<file path="config.mk">
export PLATFORM = sky130hd
export DESIGN_NAME = mecanum_wheel_mix_slew_core_flat
export DESIGN_NICKNAME = d
export VERILOG_FILES = /design/src/rtl/mwms_pkg.sv /design/src/rtl/mwms_if.sv /design/src/rtl/mwms_alu.sv /design/src/rtl/mecanum_wheel_mix_slew_core.sv /design/src/flat_wrapper.sv
export SDC_FILE = /design/constraint.sdc
export NUM_CORES = 2
export LEC_CHECK = 0
export BUFFER_PORTS_ARGS = -buffer_cell sky130_fd_sc_hd__buf_2
export CORE_MARGIN = 8
export CORE_UTILIZATION = 50
export CTS_CLUSTER_DIAMETER = 40
export DETAILED_ROUTE_END_ITERATION = 10
export PLACE_DENSITY = 0.77
export SETUP_SLACK_MARGIN = 0.3
export SLEW_MARGIN = 30
export SYNTH_ARGS = -nofsm -noshare
export SYNTH_HDL_FRONTEND = slang
export SYNTH_SLANG_ARGS = --single-unit
</file>
<file path="constraint.sdc">
create_clock -name clk -period 10.9 [get_ports clk]
set_clock_uncertainty 0.2 [all_clocks]
set_input_delay 2.725 -clock clk [delete_from_list [all_inputs] [get_ports clk]]
set_output_delay 2.725 -clock clk [all_outputs]
set_load 0.01 [all_outputs]
</file>
<file path="src/rtl/mwms_pkg.sv">
package mwms_pkg;

	localparam int WHEEL_COUNT = 4;
	localparam int WHEEL_IDX_W = 2;
	localparam int SPEED_W     = 16;
	localparam int GAIN_W      = 16;
	localparam int LIMIT_W     = 15;
	localparam int CFG_IDX_W   = 2;
	localparam int CFG_DATA_W  = 16;

	// mixed speeds before scaling stay well below 2^20 in magnitude
	localparam int MIX_W  = 22;
	localparam int MAG_W  = 21;
	localparam int PROD_W = MIX_W + GAIN_W + 1;

	// scaled magnitude never exceeds the speed limit, so 16 quotient bits do
	localparam int QUO_W     = 16;
	localparam int DIV_STEPS = QUO_W;
	localparam int CNT_W     = 4;

	localparam int FRAC_BITS = 12;
	localparam logic signed [PROD_W-1:0] ROUND_HALF = PROD_W'(2048);

	localparam logic [GAIN_W-1:0]  GAIN_RESET = GAIN_W'(4096);
	localparam logic [LIMIT_W-1:0] LIMIT_RESET = LIMIT_W'(4096);
	localparam logic [LIMIT_W-1:0] BAND_RESET = LIMIT_W'(41);
	localparam logic [LIMIT_W-1:0] STEP_RESET = LIMIT_W'(41);

	typedef enum logic [CFG_IDX_W-1:0] {
		REG_ROTATION_GAIN = 2'd0,
		REG_SPEED_LIMIT   = 2'd1,
		REG_DEAD_BAND     = 2'd2,
		REG_STEP_LIMIT    = 2'd3
	} reg_index_t;

	typedef enum logic [2:0] {
		ST_IDLE,
		ST_ROT,
		ST_MIX,
		ST_MAX,
		ST_MUL,
		ST_DIV,
		ST_SLEW,
		ST_FIN
	} state_t;

	typedef struct packed {
		logic [MIX_W-1:0] rem;
		logic             q_bit;
	} div_step_t;

endpackage

</file>
<file path="src/rtl/mwms_if.sv">
interface mwms_cmd_if;
	logic                                valid;
	logic                                ready;
	logic signed [mwms_pkg::SPEED_W-1:0] forward_speed;
	logic signed [mwms_pkg::SPEED_W-1:0] side_speed;
	logic signed [mwms_pkg::SPEED_W-1:0] turn_speed;

	modport source (output valid, output forward_speed, output side_speed,
		output turn_speed, input ready);
	modport sink (input valid, input forward_speed, input side_speed,
		input turn_speed, output ready);
endinterface

interface mwms_wheel_if;
	logic                                valid;
	logic                                ready;
	logic signed [mwms_pkg::SPEED_W-1:0] wheel0_target;
	logic signed [mwms_pkg::SPEED_W-1:0] wheel1_target;
	logic signed [mwms_pkg::SPEED_W-1:0] wheel2_target;
	logic signed [mwms_pkg::SPEED_W-1:0] wheel3_target;

	modport source (output valid, output wheel0_target, output wheel1_target,
		output wheel2_target, output wheel3_target, input ready);
	modport sink (input valid, input wheel0_target, input wheel1_target,
		input wheel2_target, input wheel3_target, output ready);
endinterface

</file>
<file path="src/rtl/mwms_alu.sv">
module mwms_alu (
	input  logic signed [mwms_pkg::MIX_W-1:0]  mul_a,
	input  logic [mwms_pkg::GAIN_W-1:0]        mul_b,
	output logic signed [mwms_pkg::PROD_W-1:0] product,
	input  logic [mwms_pkg::MIX_W-1:0]         rem,
	input  logic                               num_bit,
	input  logic [mwms_pkg::MAG_W-1:0]         divisor,
	output mwms_pkg::div_step_t                step
);
	import mwms_pkg::*;

	logic signed [GAIN_W:0] mul_b_s;
	logic [MIX_W-1:0]       trial;
	logic [MIX_W-1:0]       div_ext;
	logic                   ge;

	assign mul_b_s = $signed({1'b0, mul_b});
	assign product = PROD_W'(mul_a) * PROD_W'(mul_b_s);

	// one restoring step: shift in the next numerator bit, subtract if it fits
	assign trial   = {rem[MIX_W-2:0], num_bit};
	assign div_ext = {1'b0, divisor};
	assign ge      = trial >= div_ext;

	always_comb begin
		step.q_bit = ge;
		step.rem   = ge ? (trial - div_ext) : trial;
	end

endmodule

</file>
<file path="src/rtl/mecanum_wheel_mix_slew_core.sv">
// Mecanum wheel mixer: each command item (vx, vy, vz in signed Q3.12) yields one
// result item of four wheel targets. The rotation term gain*vz is rounded half
// up to Q3.12 and mixed as vx+vy-w, vx+vy+w, vx-vy+w, vx-vy-w. When the largest
// magnitude exceeds speed_limit all four are scaled by speed_limit/largest,
// truncated toward zero; then each target snaps to zero inside the dead band or
// slews toward its speed by at most step_limit, saturated to 16 bits. One item
// is worked on at a time through a single shared multiplier and a one-bit-per-
// cycle divider, one 16-step division per wheel when scaling is needed; ready
// returns as the result is loaded into the output register, which holds it
// until taken. The user must write the registers only while idle; the block
// itself does not enforce it. Targets clear on reset.
module mecanum_wheel_mix_slew_core (
	input  logic                           clk,
	input  logic                           arst_n,
	mwms_cmd_if.sink                       cmd,
	mwms_wheel_if.source                   wheels,
	input  logic                           cfg_we,
	input  logic [mwms_pkg::CFG_IDX_W-1:0] cfg_index,
	input  logic [mwms_pkg::CFG_DATA_W-1:0] cfg_data
);
	import mwms_pkg::*;

	state_t state_q, state_d;

	logic [GAIN_W-1:0]  gain_q;
	logic [LIMIT_W-1:0] lim_q;
	logic [LIMIT_W-1:0] band_q;
	logic [LIMIT_W-1:0] stp_q;

	logic signed [SPEED_W-1:0] vx_q, vy_q, vz_q;
	logic signed [MIX_W-1:0]   w_q;
	logic signed [MIX_W-1:0]   s_q [WHEEL_COUNT];
	logic [MAG_W-1:0]          m_q;
	logic                      scale_q;
	logic [WHEEL_IDX_W-1:0]    idx_q;
	logic [CNT_W-1:0]          cnt_q;
	logic [MIX_W-1:0]          rem_q;
	logic [QUO_W-1:0]          num_q;
	logic signed [SPEED_W-1:0] tgt_q [WHEEL_COUNT];
	logic signed [SPEED_W-1:0] out_q [WHEEL_COUNT];
	logic                      out_valid_q;

	logic signed [MIX_W-1:0]  sel_s;
	logic [MIX_W-1:0]         sel_mag;
	logic signed [MIX_W-1:0]  mul_a;
	logic [GAIN_W-1:0]        mul_b;
	logic signed [PROD_W-1:0] product;
	logic signed [PROD_W-1:0] rounded;
	div_step_t                step;
	logic [MAG_W-1:0]         mag [WHEEL_COUNT];
	logic [MAG_W-1:0]         mag_max;
	logic signed [MIX_W-1:0]  quo_s;
	logic signed [MIX_W-1:0]  speed;
	logic [MIX_W-1:0]         speed_mag;
	logic signed [MIX_W-1:0]  stp_s;
	logic signed [MIX_W-1:0]  delta;
	logic signed [MIX_W-1:0]  delta_c;
	logic signed [MIX_W-1:0]  sum;
	logic signed [SPEED_W-1:0] slew_val;
	logic                     in_band;
	logic                     accept;
	logic                     out_load;
	logic                     last_wheel;

	assign accept     = cmd.valid && cmd.ready;
	assign cmd.ready  = (state_q == ST_IDLE);
	assign out_load   = (state_q == ST_FIN) && (!out_valid_q || wheels.ready);
	assign last_wheel = (idx_q == WHEEL_IDX_W'(WHEEL_COUNT - 1));

	// shared multiplier: gain*vz first, then |s|*limit for each wheel
	assign sel_s   = s_q[idx_q];
	assign sel_mag = sel_s[MIX_W-1] ? MIX_W'(-sel_s) : MIX_W'(sel_s);
	assign mul_a   = (state_q == ST_ROT) ? MIX_W'(vz_q) : $signed(sel_mag);
	assign mul_b   = (state_q == ST_ROT) ? gain_q : GAIN_W'(lim_q);

	mwms_alu u_alu (
		.mul_a   (mul_a),
		.mul_b   (mul_b),
		.product (product),
		.rem     (rem_q),
		.num_bit (num_q[QUO_W-1]),
		.divisor (m_q),
		.step    (step)
	);

	assign rounded = (product + ROUND_HALF) >>> FRAC_BITS;

	always_comb begin
		for (int i = 0; i < WHEEL_COUNT; i++) begin
			mag[i] = s_q[i][MIX_W-1] ? MAG_W'(-s_q[i]) : MAG_W'(s_q[i]);
		end
		mag_max = mag[0];
		for (int i = 1; i < WHEEL_COUNT; i++) begin
			if (mag[i] > mag_max) begin
				mag_max = mag[i];
			end
		end
	end

	// slew of the selected wheel
	always_comb begin
		quo_s     = $signed(MIX_W'(num_q));
		speed     = scale_q ? (sel_s[MIX_W-1] ? -quo_s : quo_s) : sel_s;
		speed_mag = speed[MIX_W-1] ? MIX_W'(-speed) : MIX_W'(speed);
		in_band   = speed_mag < MIX_W'(band_q);
		stp_s     = $signed(MIX_W'(stp_q));
		delta     = speed - MIX_W'(tgt_q[idx_q]);
		if (delta > stp_s) begin
			delta_c = stp_s;
		end else if (delta < -stp_s) begin
			delta_c = -stp_s;
		end else begin
			delta_c = delta;
		end
		sum = MIX_W'(tgt_q[idx_q]) + delta_c;
		if (sum > MIX_W'(32767)) begin
			slew_val = SPEED_W'(32767);
		end else if (sum < -MIX_W'(32768)) begin
			slew_val = SPEED_W'(-32768);
		end else begin
			slew_val = SPEED_W'(sum);
		end
		if (in_band) begin
			slew_val = '0;
		end
	end

	always_ff @(posedge clk or negedge arst_n) begin
		if (!arst_n) begin
			state_q <= ST_IDLE;
		end else begin
			state_q <= state_d;
		end
	end

	always_comb begin
		state_d = state_q;
		case (state_q)
			ST_IDLE: if (accept) state_d = ST_ROT;
			ST_ROT:  state_d = ST_MIX;
			ST_MIX:  state_d = ST_MAX;
			ST_MAX:  state_d = (mag_max > MAG_W'(lim_q)) ? ST_MUL : ST_SLEW;
			ST_MUL:  state_d = ST_DIV;
			ST_DIV:  if (cnt_q == CNT_W'(DIV_STEPS - 1)) state_d = ST_SLEW;
			ST_SLEW: begin
				if (last_wheel) begin
					state_d = ST_FIN;
				end else begin
					state_d = scale_q ? ST_MUL : ST_SLEW;
				end
			end
			ST_FIN:  if (out_load) state_d = ST_IDLE;
			default: state_d = ST_IDLE;
		endcase
	end

	always_ff @(posedge clk or negedge arst_n) begin
		if (!arst_n) begin
			gain_q <= GAIN_RESET;
			lim_q  <= LIMIT_RESET;
			band_q <= BAND_RESET;
			stp_q  <= STEP_RESET;
		end else if (cfg_we) begin
			case (reg_index_t'(cfg_index))
				REG_ROTATION_GAIN: gain_q <= cfg_data[GAIN_W-1:0];
				REG_SPEED_LIMIT:   lim_q  <= cfg_data[LIMIT_W-1:0];
				REG_DEAD_BAND:     band_q <= cfg_data[LIMIT_W-1:0];
				REG_STEP_LIMIT:    stp_q  <= cfg_data[LIMIT_W-1:0];
				default: ;
			endcase
		end
	end

	always_ff @(posedge clk or negedge arst_n) begin
		if (!arst_n) begin
			idx_q   <= '0;
			cnt_q   <= '0;
			scale_q <= 1'b0;
			for (int i = 0; i < WHEEL_COUNT; i++) begin
				tgt_q[i] <= '0;
			end
		end else begin
			case (state_q)
				ST_MAX: begin
					scale_q <= mag_max > MAG_W'(lim_q);
					idx_q   <= '0;
				end
				ST_MUL:  cnt_q <= '0;
				ST_DIV:  cnt_q <= cnt_q + CNT_W'(1);
				ST_SLEW: begin
					tgt_q[idx_q] <= slew_val;
					idx_q        <= idx_q + WHEEL_IDX_W'(1);
				end
				default: ;
			endcase
		end
	end

	always_ff @(posedge clk) begin
		case (state_q)
			ST_IDLE: begin
				if (accept) begin
					vx_q <= cmd.forward_speed;
					vy_q <= cmd.side_speed;
					vz_q <= cmd.turn_speed;
				end
			end
			ST_ROT: w_q <= MIX_W'(rounded);
			ST_MIX: begin
				s_q[0] <= MIX_W'(vx_q) + MIX_W'(vy_q) - w_q;
				s_q[1] <= MIX_W'(vx_q) + MIX_W'(vy_q) + w_q;
				s_q[2] <= MIX_W'(vx_q) - MIX_W'(vy_q) + w_q;
				s_q[3] <= MIX_W'(vx_q) - MIX_W'(vy_q) - w_q;
			end
			ST_MAX: m_q <= mag_max;
			ST_MUL: begin
				// |s|*limit < m*2^16, so the upper part already sits below the divisor
				rem_q <= product[QUO_W+MIX_W-1:QUO_W];
				num_q <= product[QUO_W-1:0];
			end
			ST_DIV: begin
				rem_q <= step.rem;
				num_q <= {num_q[QUO_W-2:0], step.q_bit};
			end
			default: ;
		endcase
	end

	always_ff @(posedge clk or negedge arst_n) begin
		if (!arst_n) begin
			out_valid_q <= 1'b0;
		end else if (out_load) begin
			out_valid_q <= 1'b1;
		end else if (wheels.ready) begin
			out_valid_q <= 1'b0;
		end
	end

	always_ff @(posedge clk) begin
		if (out_load) begin
			for (int i = 0; i < WHEEL_COUNT; i++) begin
				out_q[i] <= tgt_q[i];
			end
		end
	end

	assign wheels.valid         = out_valid_q;
	assign wheels.wheel0_target = out_q[0];
	assign wheels.wheel1_target = out_q[1];
	assign wheels.wheel2_target = out_q[2];
	assign wheels.wheel3_target = out_q[3];

endmodule

</file>
<file path="src/flat_wrapper.sv">
// flat-port wrapper written by rule: the top's interface ports become plain ports
module mecanum_wheel_mix_slew_core_flat import mwms_pkg::*;
  (clk, arst_n, cfg_we, cfg_index, cfg_data, cmd_valid, cmd_forward_speed, cmd_side_speed, cmd_turn_speed, cmd_ready, wheels_valid, wheels_wheel0_target, wheels_wheel1_target, wheels_wheel2_target, wheels_wheel3_target, wheels_ready);
  mwms_cmd_if cmd_i ();
  mwms_wheel_if wheels_i ();
  input  logic clk;
  input  logic arst_n;
  input  logic cfg_we;
  input  logic [mwms_pkg::CFG_IDX_W-1:0] cfg_index;
  input  logic [mwms_pkg::CFG_DATA_W-1:0] cfg_data;
  input wire logic [$bits(cmd_i.valid)-1:0] cmd_valid;
  input wire logic [$bits(cmd_i.forward_speed)-1:0] cmd_forward_speed;
  input wire logic [$bits(cmd_i.side_speed)-1:0] cmd_side_speed;
  input wire logic [$bits(cmd_i.turn_speed)-1:0] cmd_turn_speed;
  output wire logic [$bits(cmd_i.ready)-1:0] cmd_ready;
  output wire logic [$bits(wheels_i.valid)-1:0] wheels_valid;
  output wire logic [$bits(wheels_i.wheel0_target)-1:0] wheels_wheel0_target;
  output wire logic [$bits(wheels_i.wheel1_target)-1:0] wheels_wheel1_target;
  output wire logic [$bits(wheels_i.wheel2_target)-1:0] wheels_wheel2_target;
  output wire logic [$bits(wheels_i.wheel3_target)-1:0] wheels_wheel3_target;
  input wire logic [$bits(wheels_i.ready)-1:0] wheels_ready;
  assign cmd_i.valid = cmd_valid;
  assign cmd_i.forward_speed = cmd_forward_speed;
  assign cmd_i.side_speed = cmd_side_speed;
  assign cmd_i.turn_speed = cmd_turn_speed;
  assign cmd_ready = cmd_i.ready;
  assign wheels_valid = wheels_i.valid;
  assign wheels_wheel0_target = wheels_i.wheel0_target;
  assign wheels_wheel1_target = wheels_i.wheel1_target;
  assign wheels_wheel2_target = wheels_i.wheel2_target;
  assign wheels_wheel3_target = wheels_i.wheel3_target;
  assign wheels_i.ready = wheels_ready;
  mecanum_wheel_mix_slew_core u_core (.clk(clk), .arst_n(arst_n), .cmd(cmd_i), .wheels(wheels_i), .cfg_we(cfg_we), .cfg_index(cfg_index), .cfg_data(cfg_data));
endmodule
</file>
==> flow_summary.ini <==
[route]
detail_route.wirelength.met1_um = 53300
topRoutingLayerUsed = met5
viasPerCell = 5.88
detailedRoute.firstIterationViolations = 3495
routedWlPerCell_um = 20.8
detailedRoute.firstPassIterationCount = 6
route.vias.total = 36700
final_antenna_net_count = 0
total_length_of_routed_wires_um = 130000
dr_wl_met3_um = 9490
routed-wl-met2_um = 59000
drt_drc_violations_left = 0

[clock_network]
clk_latency_ns = 0.67
cts_hold_buf = 0
tritoncts = built
tritoncts.num_buffers = 60
cts-htree-levels = 2
clk_pin_slew_ns = 0.06
clock_sink_count = 414
cts_root_buf = sky130_fd_sc_hd__clkbuf_16
cts_max_path_buffers = 3

[finish]
antenna-diode-count = 0
nets = 5839
syn2layout_area_growth_pct = 10.0
share_of_layout_cells_above_drive_strength_1_pct = 11.2

[synthesis]
synth-seq-cells = 414
synthesis.yosys.warnings = 0
synth.distinct_cells = 85
ys_seq_area_share_pct = 26.1
synth.cell_area_um2 = 45100
syn_nets = 5738
synthCells = 4910
ys_async_sr_fraction_pct = 32.9
synth_edf_count = 278
synth_flop_cell = sky130_fd_sc_hd__edfxtp_1
post_synth.cell_area_avg_um2 = 9.18

[worst_hold_path]
timing.hold.worst.class = register to register

[floorplan]
starting_density_of_the_core_pct = 50.2
io_pins = 137
chipWidth_um = 316
dieHeight_um = 316
die_footprint_um2 = 100000
placement_rows = 110
core_um2 = 89700

[timing]
slew_viol_final = 0
whs_ns = 0.255
timing_hold_violations_final = 0
slew_headroom_pct = 40.8
final_worst_path_period_need_ns = 10.21
clock.fmax_ghz = 0.0979
tightestPinTransition_ns = 0.866
setup-violations-final = 0
rsz0062_at_grt = true
post-route-period-util_pct = 93.7

[global_route]
first_global_vias = 35400
globalRouteTotalUtil_pct = 25.6
antenna_violations_before_repair = 2
grt_max_degree = 80
grt_overflow_total = 0
first_pass_grt_wire_length_um = 201000

[critical_path]
critical_path_class = register to register
worst_ep_arrival_time_ns = 10.41
worstPathMaxFanout = 12
worstSetupEndpointType = register
critical_path.most_common_cell = sky130_fd_sc_hd__fa_1
crit_path_max_incr_delay_ns = 0.66
start_kind = register
cp_max_delay_cell = sky130_fd_sc_hd__mux4_2
worst_ep_required_time_ns = 11.10
cpLargestDelayFamily = adder cells
critPathBufInv = 3

[placement]
dp.final_hpwl_um = 105000
place.port_buffers = 136
place_congestion = 0.977

[job]
max-cap-violations = 0

[status]
status = complete, no violations
state kept, by name, indices dropped and copies added (netlist names), 3 cells and up:
name            flops
u_core.band_q      15
u_core.cnt_q        4
u_core.gain_q      16
u_core.lim_q       15
u_core.m_q         21
u_core.num_q       16
u_core.out_q       64
u_core.rem_q       21
u_core.s_q         86
u_core.state_q      3
u_core.stp_q       15
u_core.tgt_q       64
u_core.vx_q        16
u_core.vy_q        16
u_core.vz_q        16
u_core.w_q         22
synthesized netlist by cell type (80+ instances only):
cell	instances	area share, %
sky130_fd_sc_hd__inv_1	644	5.4
sky130_fd_sc_hd__nand2_1	499	4.2
sky130_fd_sc_hd__ha_1	411	11
sky130_fd_sc_hd__fa_1	346	15
sky130_fd_sc_hd__nor2_1	332	2.8
sky130_fd_sc_hd__edfxtp_1	278	19
sky130_fd_sc_hd__a21oi_1	257	2.9
sky130_fd_sc_hd__o21ai_0	237	2.6
sky130_fd_sc_hd__xnor2_1	204	4.0
sky130_fd_sc_hd__clkbuf_1	173	1.4
sky130_fd_sc_hd__dfrtp_1	128	7.1
sky130_fd_sc_hd__xor2_1	123	2.4
sky130_fd_sc_hd__nand3_1	98	1.1
sky130_fd_sc_hd__nor2b_1	91	1.3
sky130_fd_sc_hd__nor3_1	83	0.92
sky130_fd_sc_hd__mux2_2	80	2.0
cells in the final DEF (no fill, tap or decap), drive strengths merged, types with 98 or more instances in the layout:
| master | netlist | routed |
|---|---|---|
| buf | 31 | 243 |
| nor2 | 333 | 333 |
| edfxtp | 278 | 278 |
| o21ai | 243 | 243 |
| a21oi | 257 | 257 |
| xnor2 | 204 | 204 |
| dfrtp | 128 | 128 |
| inv | 644 | 664 |
| nand3 | 98 | 98 |
| nand2 | 499 | 499 |
| xor2 | 123 | 123 |
| fa | 346 | 346 |
| ha | 411 | 411 |
cell families (layout without fill, tap and decap cells):
logic type,Yosys count,in the layout,share of synthesized area (%)
and+or+nand+nor,1418,1418,14.9
DFF,414,414,26.1
AOI/OAI and AO/OA,1003,1003,14.3
muxes,142,142,4.40
xor gates and xnor gates,327,327,6.35
buffers and inverters,848,1001,7.12
adders and majority gates,758,758,26.8
routing by layer:
metal  up-vias  global-route usage (%)
li1      17100                       -
met1     17800                    34.0
met5         -                       0
met4         2                    13.4
met3       311                    3.26
met2      1541                    40.9
worst paths after layout:
| path | to | cells after the start | startpoint | slack (ns) |
|---|---|---|---|---|
| max reg2reg | u_core.w_q[18] | 27 | u_core.idx_q[0] | 0.69 |
| min reg2reg | u_core.out_q[0][11] | 0 | u_core.tgt_q[59] | 0.25 |
| max in group asynchronous | u_core.band_q[6] | 2 | arst_n | 7.29 |
| max | u_core.w_q[18] | 27 | u_core.idx_q[0] | 0.69 |
| min | u_core.out_q[0][11] | 0 | u_core.tgt_q[59] | 0.25 |
| min in group asynchronous | u_core.tgt_q[57] | 1 | arst_n | 1.89 |
what timing repair did:
item,CTS,global route
buffers inserted,0,12
pin swaps,0,4
setup endpoints to repair,2,79
gates resized for setup,2,42
per-stage QoR:
step                      setup TNS (ns)  utilization, %  setup slack (ns)  cell area (um2)  std cells
final                                  0            55.2             0.689            49600       6239
after global routing             -0.0390            55.2           -0.0390            49600       6239
after CTS                              0            55.0             0.321            49300       6227
after detailed placement               0            52.6            0.0301            47200       6113
after global placement                 0            52.6             0.248            47200       6111
after floorplan                        0               -             0.783            45100       4910
final cells by class:
cell class,instances,area [um2]
well taps,1176,1470
repair buffers,243,1510
inverters,644,2420
flip-flops and latches,414,11800
clock buffers,69,1640
fillers,7876,40200
clock inverters,45,455
multi-input cells,3648,30300
Power is left out: the tool's default activity adds up to more than one toggle a clock period on the data nets, which glitch-free logic cannot reach.
